$ cat src/rtl/assert_macros.svh
// ----------------------------------------------------------------------------
// assert_macros.svh
// Assertion wrappers used by the sorted list engine RTL.
// ----------------------------------------------------------------------------
`ifndef ASSERT_MACROS_SVH
`define ASSERT_MACROS_SVH

`ifndef ASSERT_OFF
// Property must hold on every edge outside reset.
`define ASSERT_PROP(lbl, clk, rst_n, prop) \
  lbl: assert property (@(posedge clk) disable iff (!rst_n) (prop)) \
    else $error("assertion failed");
// Expression must never be true outside reset.
`define ASSERT_NEVER(lbl, clk, rst_n, expr) \
  lbl: assert property (@(posedge clk) disable iff (!rst_n) !(expr)) \
    else $error("assertion failed");
`else
`define ASSERT_PROP(lbl, clk, rst_n, prop)
`define ASSERT_NEVER(lbl, clk, rst_n, expr)
`endif

`endif

$ cat src/rtl/sle_pkg.sv
// ----------------------------------------------------------------------------
// sle_pkg
// Types, constants and helpers of the sorted list engine.
// ----------------------------------------------------------------------------
package sle_pkg;

  localparam int CAPACITY = 32;
  localparam int VALUE_W  = 32;
  localparam int ADDR_W   = $clog2(CAPACITY);
  localparam int CNT_W    = $clog2(CAPACITY + 1);
  localparam int FIELD_W  = 32;
  localparam int ECNT_W   = 6;

  typedef logic signed [VALUE_W-1:0] val_t;
  typedef logic [CNT_W-1:0]          cnt_t;
  typedef logic [ADDR_W-1:0]         addr_t;

  typedef enum logic [2:0] {
    CMD_INSERT = 3'd0,
    CMD_POP    = 3'd1,
    CMD_DEDUPE = 3'd2,
    CMD_CLEAR  = 3'd3,
    CMD_DUMP   = 3'd4
  } cmd_t;

  typedef enum logic [1:0] {
    ST_OK    = 2'd0,
    ST_FULL  = 2'd1,
    ST_EMPTY = 2'd2
  } status_t;

  typedef enum logic [3:0] {
    S_IDLE,
    S_INS_RD,
    S_INS_CMP,
    S_INS_PUT,
    S_POP_HEAD,
    S_POP_RD,
    S_POP_WR,
    S_POP_END,
    S_DED_HEAD,
    S_DED_RD,
    S_DED_CMP,
    S_DED_END,
    S_DMP_RD,
    S_DMP_OUT,
    S_RESP
  } state_t;

  // One result beat handed from the sequencer to the output register.
  typedef struct packed {
    logic [FIELD_W-1:0] value;
    logic               valid_flag;
    logic               last;
    logic [ECNT_W-1:0]  count;
    status_t            status;
  } beat_t;

  // 32-bit input field to stored width (sign extend or truncate).
  function automatic val_t to_store(logic signed [FIELD_W-1:0] x);
    return val_t'(x);
  endfunction

  // Stored value to 32-bit output field.
  function automatic logic [FIELD_W-1:0] to_field(val_t v);
    logic signed [FIELD_W-1:0] r;
    r = FIELD_W'(v);
    return r;
  endfunction

  // Count reported modulo 64.
  function automatic logic [ECNT_W-1:0] cnt_field(cnt_t c);
    logic [CNT_W+ECNT_W-1:0] w;
    w = {{ECNT_W{1'b0}}, c};
    return w[ECNT_W-1:0];
  endfunction

endpackage

$ cat src/rtl/sle_ram.sv
// ----------------------------------------------------------------------------
// sle_ram
// Generic simple dual-port RAM, one write and one registered read port.
// ----------------------------------------------------------------------------
module sle_ram #(
  parameter int WIDTH = 32,
  parameter int DEPTH = 32
) (
  input  logic                     clk,
  input  logic                     wr_en,
  input  logic [$clog2(DEPTH)-1:0] wr_addr,
  input  logic [WIDTH-1:0]         wr_data,
  input  logic                     rd_en,
  input  logic [$clog2(DEPTH)-1:0] rd_addr,
  output logic [WIDTH-1:0]         rd_data
);

  logic [WIDTH-1:0] mem_r [DEPTH];
  logic [WIDTH-1:0] rd_data_r;

  always_ff @(posedge clk) begin
    if (wr_en) begin
      mem_r[wr_addr] <= wr_data;
    end
    // read data holds until the next read
    if (rd_en) begin
      rd_data_r <= mem_r[rd_addr];
    end
  end

  assign rd_data = rd_data_r;

endmodule

$ cat src/rtl/sle_cmp.sv
// ----------------------------------------------------------------------------
// sle_cmp
// Shared signed compare unit: ordering for insert, equality for dedupe.
// ----------------------------------------------------------------------------
module sle_cmp
  import sle_pkg::*;
(
  input  val_t a,
  input  val_t b,
  output logic ge,
  output logic eq
);

  assign ge = (a >= b);
  assign eq = (a == b);

endmodule

$ cat src/rtl/sle_ctrl.sv
// ----------------------------------------------------------------------------
// sle_ctrl
// Command sequencer: walks the entry RAM one element per step using the
// shared compare unit, and emits result beats.
// ----------------------------------------------------------------------------
`include "assert_macros.svh"

module sle_ctrl
  import sle_pkg::*;
(
  input  logic                clk,
  input  logic                rst_n,
  input  logic                in_valid,
  output logic                in_ready,
  input  logic [2:0]          in_cmd,
  input  logic [FIELD_W-1:0]  in_value,
  input  logic                slot_free,
  output logic                emit,
  output beat_t               beat
);

  state_t  state_r, state_nxt;
  cnt_t    cnt_r, cnt_nxt;
  cnt_t    idx_r, idx_nxt;
  cnt_t    kept_r, kept_nxt;
  val_t    val_r, val_nxt;
  logic    rvalid_r, rvalid_nxt;
  status_t status_r, status_nxt;

  logic    rd_en, wr_en;
  addr_t   rd_addr, wr_addr;
  val_t    wr_data, rd_data;
  logic    cmp_ge, cmp_eq;
  logic    accept;
  cnt_t    idx_m1;
  logic    idx_at_end;

  assign in_ready   = (state_r == S_IDLE);
  assign accept     = in_valid && in_ready;
  assign idx_m1     = idx_r - cnt_t'(1);
  assign idx_at_end = ((idx_r + cnt_t'(1)) == cnt_r);

  sle_ram #(
    .WIDTH (VALUE_W),
    .DEPTH (CAPACITY)
  ) u_ram (
    .clk     (clk),
    .wr_en   (wr_en),
    .wr_addr (wr_addr),
    .wr_data (wr_data),
    .rd_en   (rd_en),
    .rd_addr (rd_addr),
    .rd_data (rd_data)
  );

  sle_cmp u_cmp (
    .a  (rd_data),
    .b  (val_r),
    .ge (cmp_ge),
    .eq (cmp_eq)
  );

  // next state
  always_comb begin
    state_nxt = state_r;
    case (state_r)
      S_IDLE: begin
        if (accept) begin
          case (cmd_t'(in_cmd))
            CMD_INSERT: begin
              if (cnt_r == cnt_t'(CAPACITY)) state_nxt = S_RESP;
              else if (cnt_r == '0)          state_nxt = S_INS_PUT;
              else                           state_nxt = S_INS_RD;
            end
            CMD_POP:    state_nxt = (cnt_r == '0) ? S_RESP : S_POP_HEAD;
            CMD_DEDUPE: state_nxt = (cnt_r > cnt_t'(1)) ? S_DED_HEAD : S_RESP;
            CMD_CLEAR:  state_nxt = S_RESP;
            CMD_DUMP:   state_nxt = (cnt_r == '0) ? S_RESP : S_DMP_RD;
            default:    state_nxt = S_IDLE;
          endcase
        end
      end
      S_INS_RD:   state_nxt = S_INS_CMP;
      S_INS_CMP: begin
        if (cmp_ge && idx_m1 != '0) state_nxt = S_INS_RD;
        else                        state_nxt = S_INS_PUT;
      end
      S_INS_PUT:  state_nxt = S_RESP;
      S_POP_HEAD: state_nxt = (cnt_r == cnt_t'(1)) ? S_POP_END : S_POP_RD;
      S_POP_RD:   state_nxt = S_POP_WR;
      S_POP_WR:   state_nxt = idx_at_end ? S_POP_END : S_POP_RD;
      S_POP_END:  state_nxt = S_RESP;
      S_DED_HEAD: state_nxt = S_DED_RD;
      S_DED_RD:   state_nxt = S_DED_CMP;
      S_DED_CMP:  state_nxt = idx_at_end ? S_DED_END : S_DED_RD;
      S_DED_END:  state_nxt = S_RESP;
      S_DMP_RD:   state_nxt = S_DMP_OUT;
      S_DMP_OUT: begin
        if (slot_free) state_nxt = idx_at_end ? S_IDLE : S_DMP_RD;
      end
      S_RESP: begin
        if (slot_free) state_nxt = S_IDLE;
      end
      default:    state_nxt = S_IDLE;
    endcase
  end

  // RAM port control and result beats
  always_comb begin
    rd_en            = 1'b0;
    rd_addr          = '0;
    wr_en            = 1'b0;
    wr_addr          = idx_r[ADDR_W-1:0];
    wr_data          = val_r;
    emit             = 1'b0;
    beat.value       = '0;
    beat.valid_flag  = 1'b0;
    beat.last        = 1'b1;
    beat.count       = cnt_field(cnt_r);
    beat.status      = status_r;
    case (state_r)
      S_IDLE: begin
        // pop and dedupe both start at the head
        if (accept && ((cmd_t'(in_cmd) == CMD_POP && cnt_r != '0) ||
                       (cmd_t'(in_cmd) == CMD_DEDUPE && cnt_r > cnt_t'(1)))) begin
          rd_en = 1'b1;
        end
      end
      S_INS_RD: begin
        rd_en   = 1'b1;
        rd_addr = idx_m1[ADDR_W-1:0];
      end
      S_INS_CMP: begin
        // entry not below the new value moves up one place
        wr_en   = cmp_ge;
        wr_data = rd_data;
      end
      S_INS_PUT: begin
        wr_en = 1'b1;
      end
      S_POP_RD, S_DED_RD, S_DMP_RD: begin
        rd_en   = 1'b1;
        rd_addr = idx_r[ADDR_W-1:0];
      end
      S_POP_WR: begin
        wr_en   = 1'b1;
        wr_addr = idx_m1[ADDR_W-1:0];
        wr_data = rd_data;
      end
      S_DED_CMP: begin
        wr_en   = !cmp_eq;
        wr_addr = kept_r[ADDR_W-1:0];
        wr_data = rd_data;
      end
      S_DMP_OUT: begin
        emit            = slot_free;
        beat.value      = to_field(rd_data);
        beat.valid_flag = 1'b1;
        beat.last       = idx_at_end;
        beat.status     = ST_OK;
      end
      S_RESP: begin
        emit            = slot_free;
        beat.value      = rvalid_r ? to_field(val_r) : '0;
        beat.valid_flag = rvalid_r;
      end
      default: begin
        emit = 1'b0;
      end
    endcase
  end

  // datapath registers
  always_comb begin
    cnt_nxt    = cnt_r;
    idx_nxt    = idx_r;
    kept_nxt   = kept_r;
    val_nxt    = val_r;
    rvalid_nxt = rvalid_r;
    status_nxt = status_r;
    case (state_r)
      S_IDLE: begin
        if (accept) begin
          val_nxt    = to_store(in_value);
          rvalid_nxt = 1'b0;
          status_nxt = ST_OK;
          idx_nxt    = '0;
          case (cmd_t'(in_cmd))
            CMD_INSERT: begin
              idx_nxt = cnt_r;
              if (cnt_r == cnt_t'(CAPACITY)) status_nxt = ST_FULL;
            end
            CMD_POP:    if (cnt_r == '0) status_nxt = ST_EMPTY;
            CMD_DUMP:   if (cnt_r == '0) status_nxt = ST_EMPTY;
            CMD_CLEAR:  cnt_nxt = '0;
            default:    status_nxt = ST_OK;
          endcase
        end
      end
      S_INS_CMP: begin
        if (cmp_ge) idx_nxt = idx_m1;
      end
      S_INS_PUT:  cnt_nxt = cnt_r + cnt_t'(1);
      S_POP_HEAD: begin
        val_nxt    = rd_data;
        rvalid_nxt = 1'b1;
        idx_nxt    = cnt_t'(1);
      end
      S_POP_WR:   idx_nxt = idx_r + cnt_t'(1);
      S_POP_END:  cnt_nxt = cnt_r - cnt_t'(1);
      S_DED_HEAD: begin
        val_nxt  = rd_data;
        kept_nxt = cnt_t'(1);
        idx_nxt  = cnt_t'(1);
      end
      S_DED_CMP: begin
        idx_nxt = idx_r + cnt_t'(1);
        if (!cmp_eq) begin
          kept_nxt = kept_r + cnt_t'(1);
          val_nxt  = rd_data;
        end
      end
      S_DED_END:  cnt_nxt = kept_r;
      S_DMP_OUT: begin
        if (slot_free && !idx_at_end) idx_nxt = idx_r + cnt_t'(1);
      end
      default: begin
        cnt_nxt = cnt_r;
      end
    endcase
  end

  always_ff @(posedge clk) begin
    if (!rst_n) begin
      state_r  <= S_IDLE;
      cnt_r    <= '0;
      idx_r    <= '0;
      kept_r   <= '0;
      rvalid_r <= 1'b0;
      status_r <= ST_OK;
    end else begin
      state_r  <= state_nxt;
      cnt_r    <= cnt_nxt;
      idx_r    <= idx_nxt;
      kept_r   <= kept_nxt;
      rvalid_r <= rvalid_nxt;
      status_r <= status_nxt;
    end
  end

  always_ff @(posedge clk) begin
    val_r <= val_nxt;
  end

  `ASSERT_NEVER(a_cnt_bound, clk, rst_n, cnt_r > cnt_t'(CAPACITY))
  `ASSERT_NEVER(a_emit_slot, clk, rst_n, emit && !slot_free)
  `ASSERT_PROP(a_idle_quiet, clk, rst_n, (state_r == S_IDLE) |-> !emit)
  `ASSERT_PROP(a_pop_empty, clk, rst_n, (accept && cmd_t'(in_cmd) == CMD_POP && cnt_r == '0) |=> (state_r == S_RESP && status_r == ST_EMPTY))

endmodule

$ cat src/rtl/sorted_list_engine.sv
// ----------------------------------------------------------------------------
// sorted_list_engine
// Bounded ascending store of signed values (sorted-insertion priority queue).
// ----------------------------------------------------------------------------
// Usage:
//   Input beats carry a command in in_tuser and a value in in_tdata. Insert
//   places the value in order (dropped with status FULL when the store holds
//   CAPACITY entries), pop returns the smallest entry, dedupe keeps the first
//   of each run of equal entries, clear empties the store and dump returns
//   every entry lowest first. Unused command codes are taken and ignored.
//   Every command but dump yields one beat; dump yields one beat per entry,
//   with out_tlast on the final one. Pop or dump on an empty store yields one
//   beat with result_valid low and status EMPTY.
// Timing: in_tready stays low while a command runs. Insert walks the entries
//   it compares, pop and dedupe walk the whole store and dump every entry;
//   clear, full insert, empty pop or dump and dedupe of at most one entry
//   walk none. The single entry RAM sets the pace: one read or write step per
//   element, registered read first.
// The result beat sits in an output register; the sequencer stalls while the
//   receiver holds out_tready low and that register is full.
// Reset (rst_n low, synchronous) empties the store; RAM contents are not
//   cleared, as entries at or above the count are never read.
// ----------------------------------------------------------------------------
module sorted_list_engine
  import sle_pkg::*;
(
  input  logic        clk,
  input  logic        rst_n,
  // input channel
  input  logic        in_tvalid,
  output logic        in_tready,
  input  logic [31:0] in_tdata,   // [31:0] value
  input  logic [2:0]  in_tuser,   // [2:0] cmd
  // result channel
  output logic        out_tvalid,
  input  logic        out_tready,
  output logic [39:0] out_tdata,  // [31:0] result_value, [37:32] entry_count, [39:38] zero
  output logic [2:0]  out_tuser,  // [0] result_valid, [2:1] status
  output logic        out_tlast   // last
);

  logic  out_valid_r;
  beat_t out_beat_r;
  logic  slot_free;
  logic  emit;
  beat_t beat;

  // output register can take a beat when empty or draining this cycle
  assign slot_free = !out_valid_r || out_tready;

  sle_ctrl u_ctrl (
    .clk       (clk),
    .rst_n     (rst_n),
    .in_valid  (in_tvalid),
    .in_ready  (in_tready),
    .in_cmd    (in_tuser),
    .in_value  (in_tdata),
    .slot_free (slot_free),
    .emit      (emit),
    .beat      (beat)
  );

  always_ff @(posedge clk) begin
    if (!rst_n) begin
      out_valid_r <= 1'b0;
    end else if (emit) begin
      out_valid_r <= 1'b1;
    end else if (out_tready) begin
      out_valid_r <= 1'b0;
    end
  end

  // payload, no reset needed
  always_ff @(posedge clk) begin
    if (emit) begin
      out_beat_r <= beat;
    end
  end

  assign out_tvalid = out_valid_r;
  assign out_tdata  = {2'b00, out_beat_r.count, out_beat_r.value};
  assign out_tuser  = {out_beat_r.status, out_beat_r.valid_flag};
  assign out_tlast  = out_beat_r.last;

endmodule

$ cat config.mk
export PLATFORM = sky130hd
export DESIGN_NAME = sorted_list_engine
export DESIGN_NICKNAME = d
export VERILOG_FILES = /design/src/rtl/sle_pkg.sv /design/src/rtl/sle_ram.sv /design/src/rtl/sle_cmp.sv /design/src/rtl/sle_ctrl.sv /design/src/rtl/sorted_list_engine.sv
export VERILOG_INCLUDE_DIRS = /design/src /design/src/rtl
export SDC_FILE = /design/constraint.sdc
export NUM_CORES = 2
export LEC_CHECK = 0
export BUFFER_PORTS_ARGS = -buffer_cell sky130_fd_sc_hd__buf_2
export CELL_PAD_IN_SITES_DETAIL_PLACEMENT = 1
export CELL_PAD_IN_SITES_GLOBAL_PLACEMENT = 2
export CORE_AREA = 2 2 309 311
export CTS_CLUSTER_SIZE = 10
export DETAILED_ROUTE_END_ITERATION = 7
export DIE_AREA = 0 0 311 313
export PLACE_DENSITY = 0.82
export SETUP_SLACK_MARGIN = 0.15
export SYNTH_ARGS = -nofsm -noshare
export SYNTH_HDL_FRONTEND = slang
export SYNTH_HIERARCHICAL = 1
export SYNTH_SLANG_ARGS = --single-unit
$ cat constraint.sdc
create_clock -name clk -period 13.3 [get_ports clk]
set_input_delay 1.33 -clock clk [delete_from_list [all_inputs] [get_ports clk]]
set_output_delay 1.33 -clock clk [all_outputs]
set_load 0.005 [all_outputs]
==> metrics.txt <==
CTS Buf Count 135; Die X 311 µm; remaining antenna violation count after routing 0; first-pass GRT wire length 190 mm; Resized cells post-CTS 0; Final GP Congestion approximately 0.82; FF+latch count, synth about 1,200; total track usage 0.264; crit share post-route 0.453; I/O pins 85; RSZ-0062 raised after global routing false; TritonRoute pass-1 iters 6; crit-path max FO 54; Gate Count Post-Synth around 2,900; initial antenna violation count 4; CTS tree built; commonest non-fill, non-tap cell in the layout edfxtp_1; clk root buf clkbuf_16; worst-case clock buffer depth 3; Slew headroom 0.163; CP required roughly 14,000 ps; dominant cell type by area after synthesis edfxtp_1; clock latency at the later pin of the worst-skew pair 740 ps; vias in the first global route 28,822; Max-Cap Viols 0; Worst-path clk slew around 50 ps; Max Slew Vio Count 0; setup_tns 0 ps; nets@finish between 3,000 and 4,000; Die Span Y 313 µm; commonest non-fill, non-tap cells in the layout edfxtp_1, mux2i_1, nand2_1; Post-CTS Setup Inserts 0; ys async rst share 0; CTS HTree Levels 4; Placement Rows 113; Power Total 0.0123 W; total gr overflow 0; initial drt markers 2,762; synth warn 6; area delta synth->final 11.4%; standard cell core area roughly 94,000 µm²; Tightest Pin Transition 1250 ps; Critical Path End Type register; class of the worst hold path register to register; Post-Syn Area 47,700 µm²; via count 27,150; DRC 0; Leak Pwr 16.8 nW; Syn Area/Cell 16.2 µm²; Synth top area share 0.711; DIE AREA 97,300 µm²; Vias/cell 6.28; Setup CP Type register to register; synth top area cells edfxtp_1, mux2i_1, a22o_1; largest net degree at the start of global routing 136; Clock Sinks 1,156; area post-placement 49,400 µm²; Critical Path AT 6430 ps; Setup violations, final 0; Synth Flop Type edfxtp_1; max frequency 0.166 GHz; CTS Hold Bufs 0; post-detail-place hpwl 73.6 mm; Critical Path Start Type register; outcome finished clean; sequential area share after synthesis 0.722; fin crit period 6030 ps; final hold violations 0; routed length per instance roughly 30 µm; design area between 50,000 and 60,000 µm²; total routed wirelength 129 mm; Worst Skew 30.9 ps; pwr dens between 200 and 250 nW/µm²; Worst VDD drop 0.162 mV; I/O Buffers 82; Starting Density 0.507; layout cells sized above 1 0.124; Cell variety after synth between 80 and 90; number of flops mapped to enable cells by yosys 1,130
state kept, by name, summed over array words and instances (netlist names):
signal	flops
u_ctrl/rvalid_r	1
u_ctrl/kept_r	6
out_tvalid	1
u_ctrl/idx_r	6
out_tuser	3
u_ctrl/state_r	4
u_ctrl/u_ram/mem_r	1024
out_tlast	1
u_ctrl/status_r	2
u_ctrl/cnt_r	6
out_tdata	38
u_ctrl/u_ram/rd_data	32
u_ctrl/val_r	32
layout make-up:
| type | instances | area (µm²) |
|---|---|---|
| fill | 8638 | 41000 |
| sequential | 1156 | 34500 |
| multi-input combinational | 1564 | 12400 |
| clock buffer | 150 | 3510 |
| tap | 1265 | 1580 |
| timing repair buffer | 126 | 778 |
| clock inverter | 16 | 243 |
| inverter | 47 | 176 |
| antenna | 1 | 2.50 |
worst max-delay path: stages, from the launching register on:
cell     delay, ps
dfxtp_1        480
buf_4          300
inv_2          120
nand2_1        150
a21o_1         260
o21ai_1        190
nand2_1        150
a21oi_4        770
buf_4          790
buf_4          870
mux2i_1        290
a22o_1         150
nor3_1          60
a31oi_1        660
nand3_1        300
final timing paths:
kind	depth (start not counted)	slack [ps]	endpoint	startpoint
worst min-delay path	2	550	out_tvalid$_SDFFE_PN0P_	out_tvalid$_SDFFE_PN0P_
worst max-delay path	14	7270	u_ctrl/u_ram/rd_data[16]$_DFFE_PP_	u_ctrl/state_r[0]$_SDFFE_PN0P_
worst max register to register	14	7270	u_ctrl/u_ram/rd_data[16]$_DFFE_PP_	u_ctrl/state_r[0]$_SDFFE_PN0P_
worst min register to register	2	550	out_tvalid$_SDFFE_PN0P_	out_tvalid$_SDFFE_PN0P_
cells in the mapped netlist, types with 6 or more instances:
cell type  instances
nand4_1           12
edfxtp_1        1130
dfxtp_1           26
xor2_1            13
o21ai_0           18
ha_1              40
nand2_1          144
o211a_1            6
nor2_1            71
mux2_1            32
xnor2_1            9
buf_4             41
nand2b_1           8
buf_1             14
nand3b_1           7
a31oi_1           37
a22o_1            96
buf_2             45
mux2i_1          516
or3_1              7
o21ai_1            7
inv_1             44
mux2_2            32
clkbuf_1          60
a21oi_1          129
nor3_1            41
a22oi_1          106
buf_6             15
nand3_1          112
nor4_1             8
nor2b_1           21
metrics by stage:
step | hold WS (ps) | setup slack, ps | utilization | std cells
CTS | 550 | 7330 | 0.565 | 4324
floorplan | 403 | 8360 | - | 2944
global route | 575 | 7000 | 0.565 | 4324
global placement | 497 | 7540 | 0.525 | 4158
detailed placement | 537 | 7360 | 0.525 | 4158
finish | 550 | 7270 | 0.565 | 4325
cells by family after synthesis:
| group | after synthesis | synth area share |
|---|---|---|
| AO/OA/AOI/OAI | 462 | 0.0693 |
| XOR/XNOR | 23 | 0.00451 |
| adder cells (fa/ha/maj) | 40 | 0.0105 |
| buffers and inverters | 224 | 0.0245 |
| flip-flops | 1156 | 0.722 |
| multiplexers | 580 | 0.123 |
| other | 1 | 0.0000786 |
| AND/OR/NAND/NOR | 457 | 0.0459 |
power by group:
group	leakage (nW)	internal [W]	switching [W]	total, W
combinational	4.50	0.00109	0.00273	0.00382
clock	1.83	0.00188	0.00140	0.00328
sequential	10.5	0.00496	0.000197	0.00516
layer usage:
layer / routed length [µm] / track usage / vias to the layer above / part of all wire
li1: - / - / 11668 / -
met1: 55000 / 0.367 / 14275 / 0.43
met2: 61300 / 0.426 / 1015 / 0.48
met3: 9480 / 0.0525 / 190 / 0.074
met4: 2760 / 0.0750 / 2 / 0.021
met5: 13 / 0 / - / 0.00010
No activity file was read; power rests on OpenSTA's default activity.
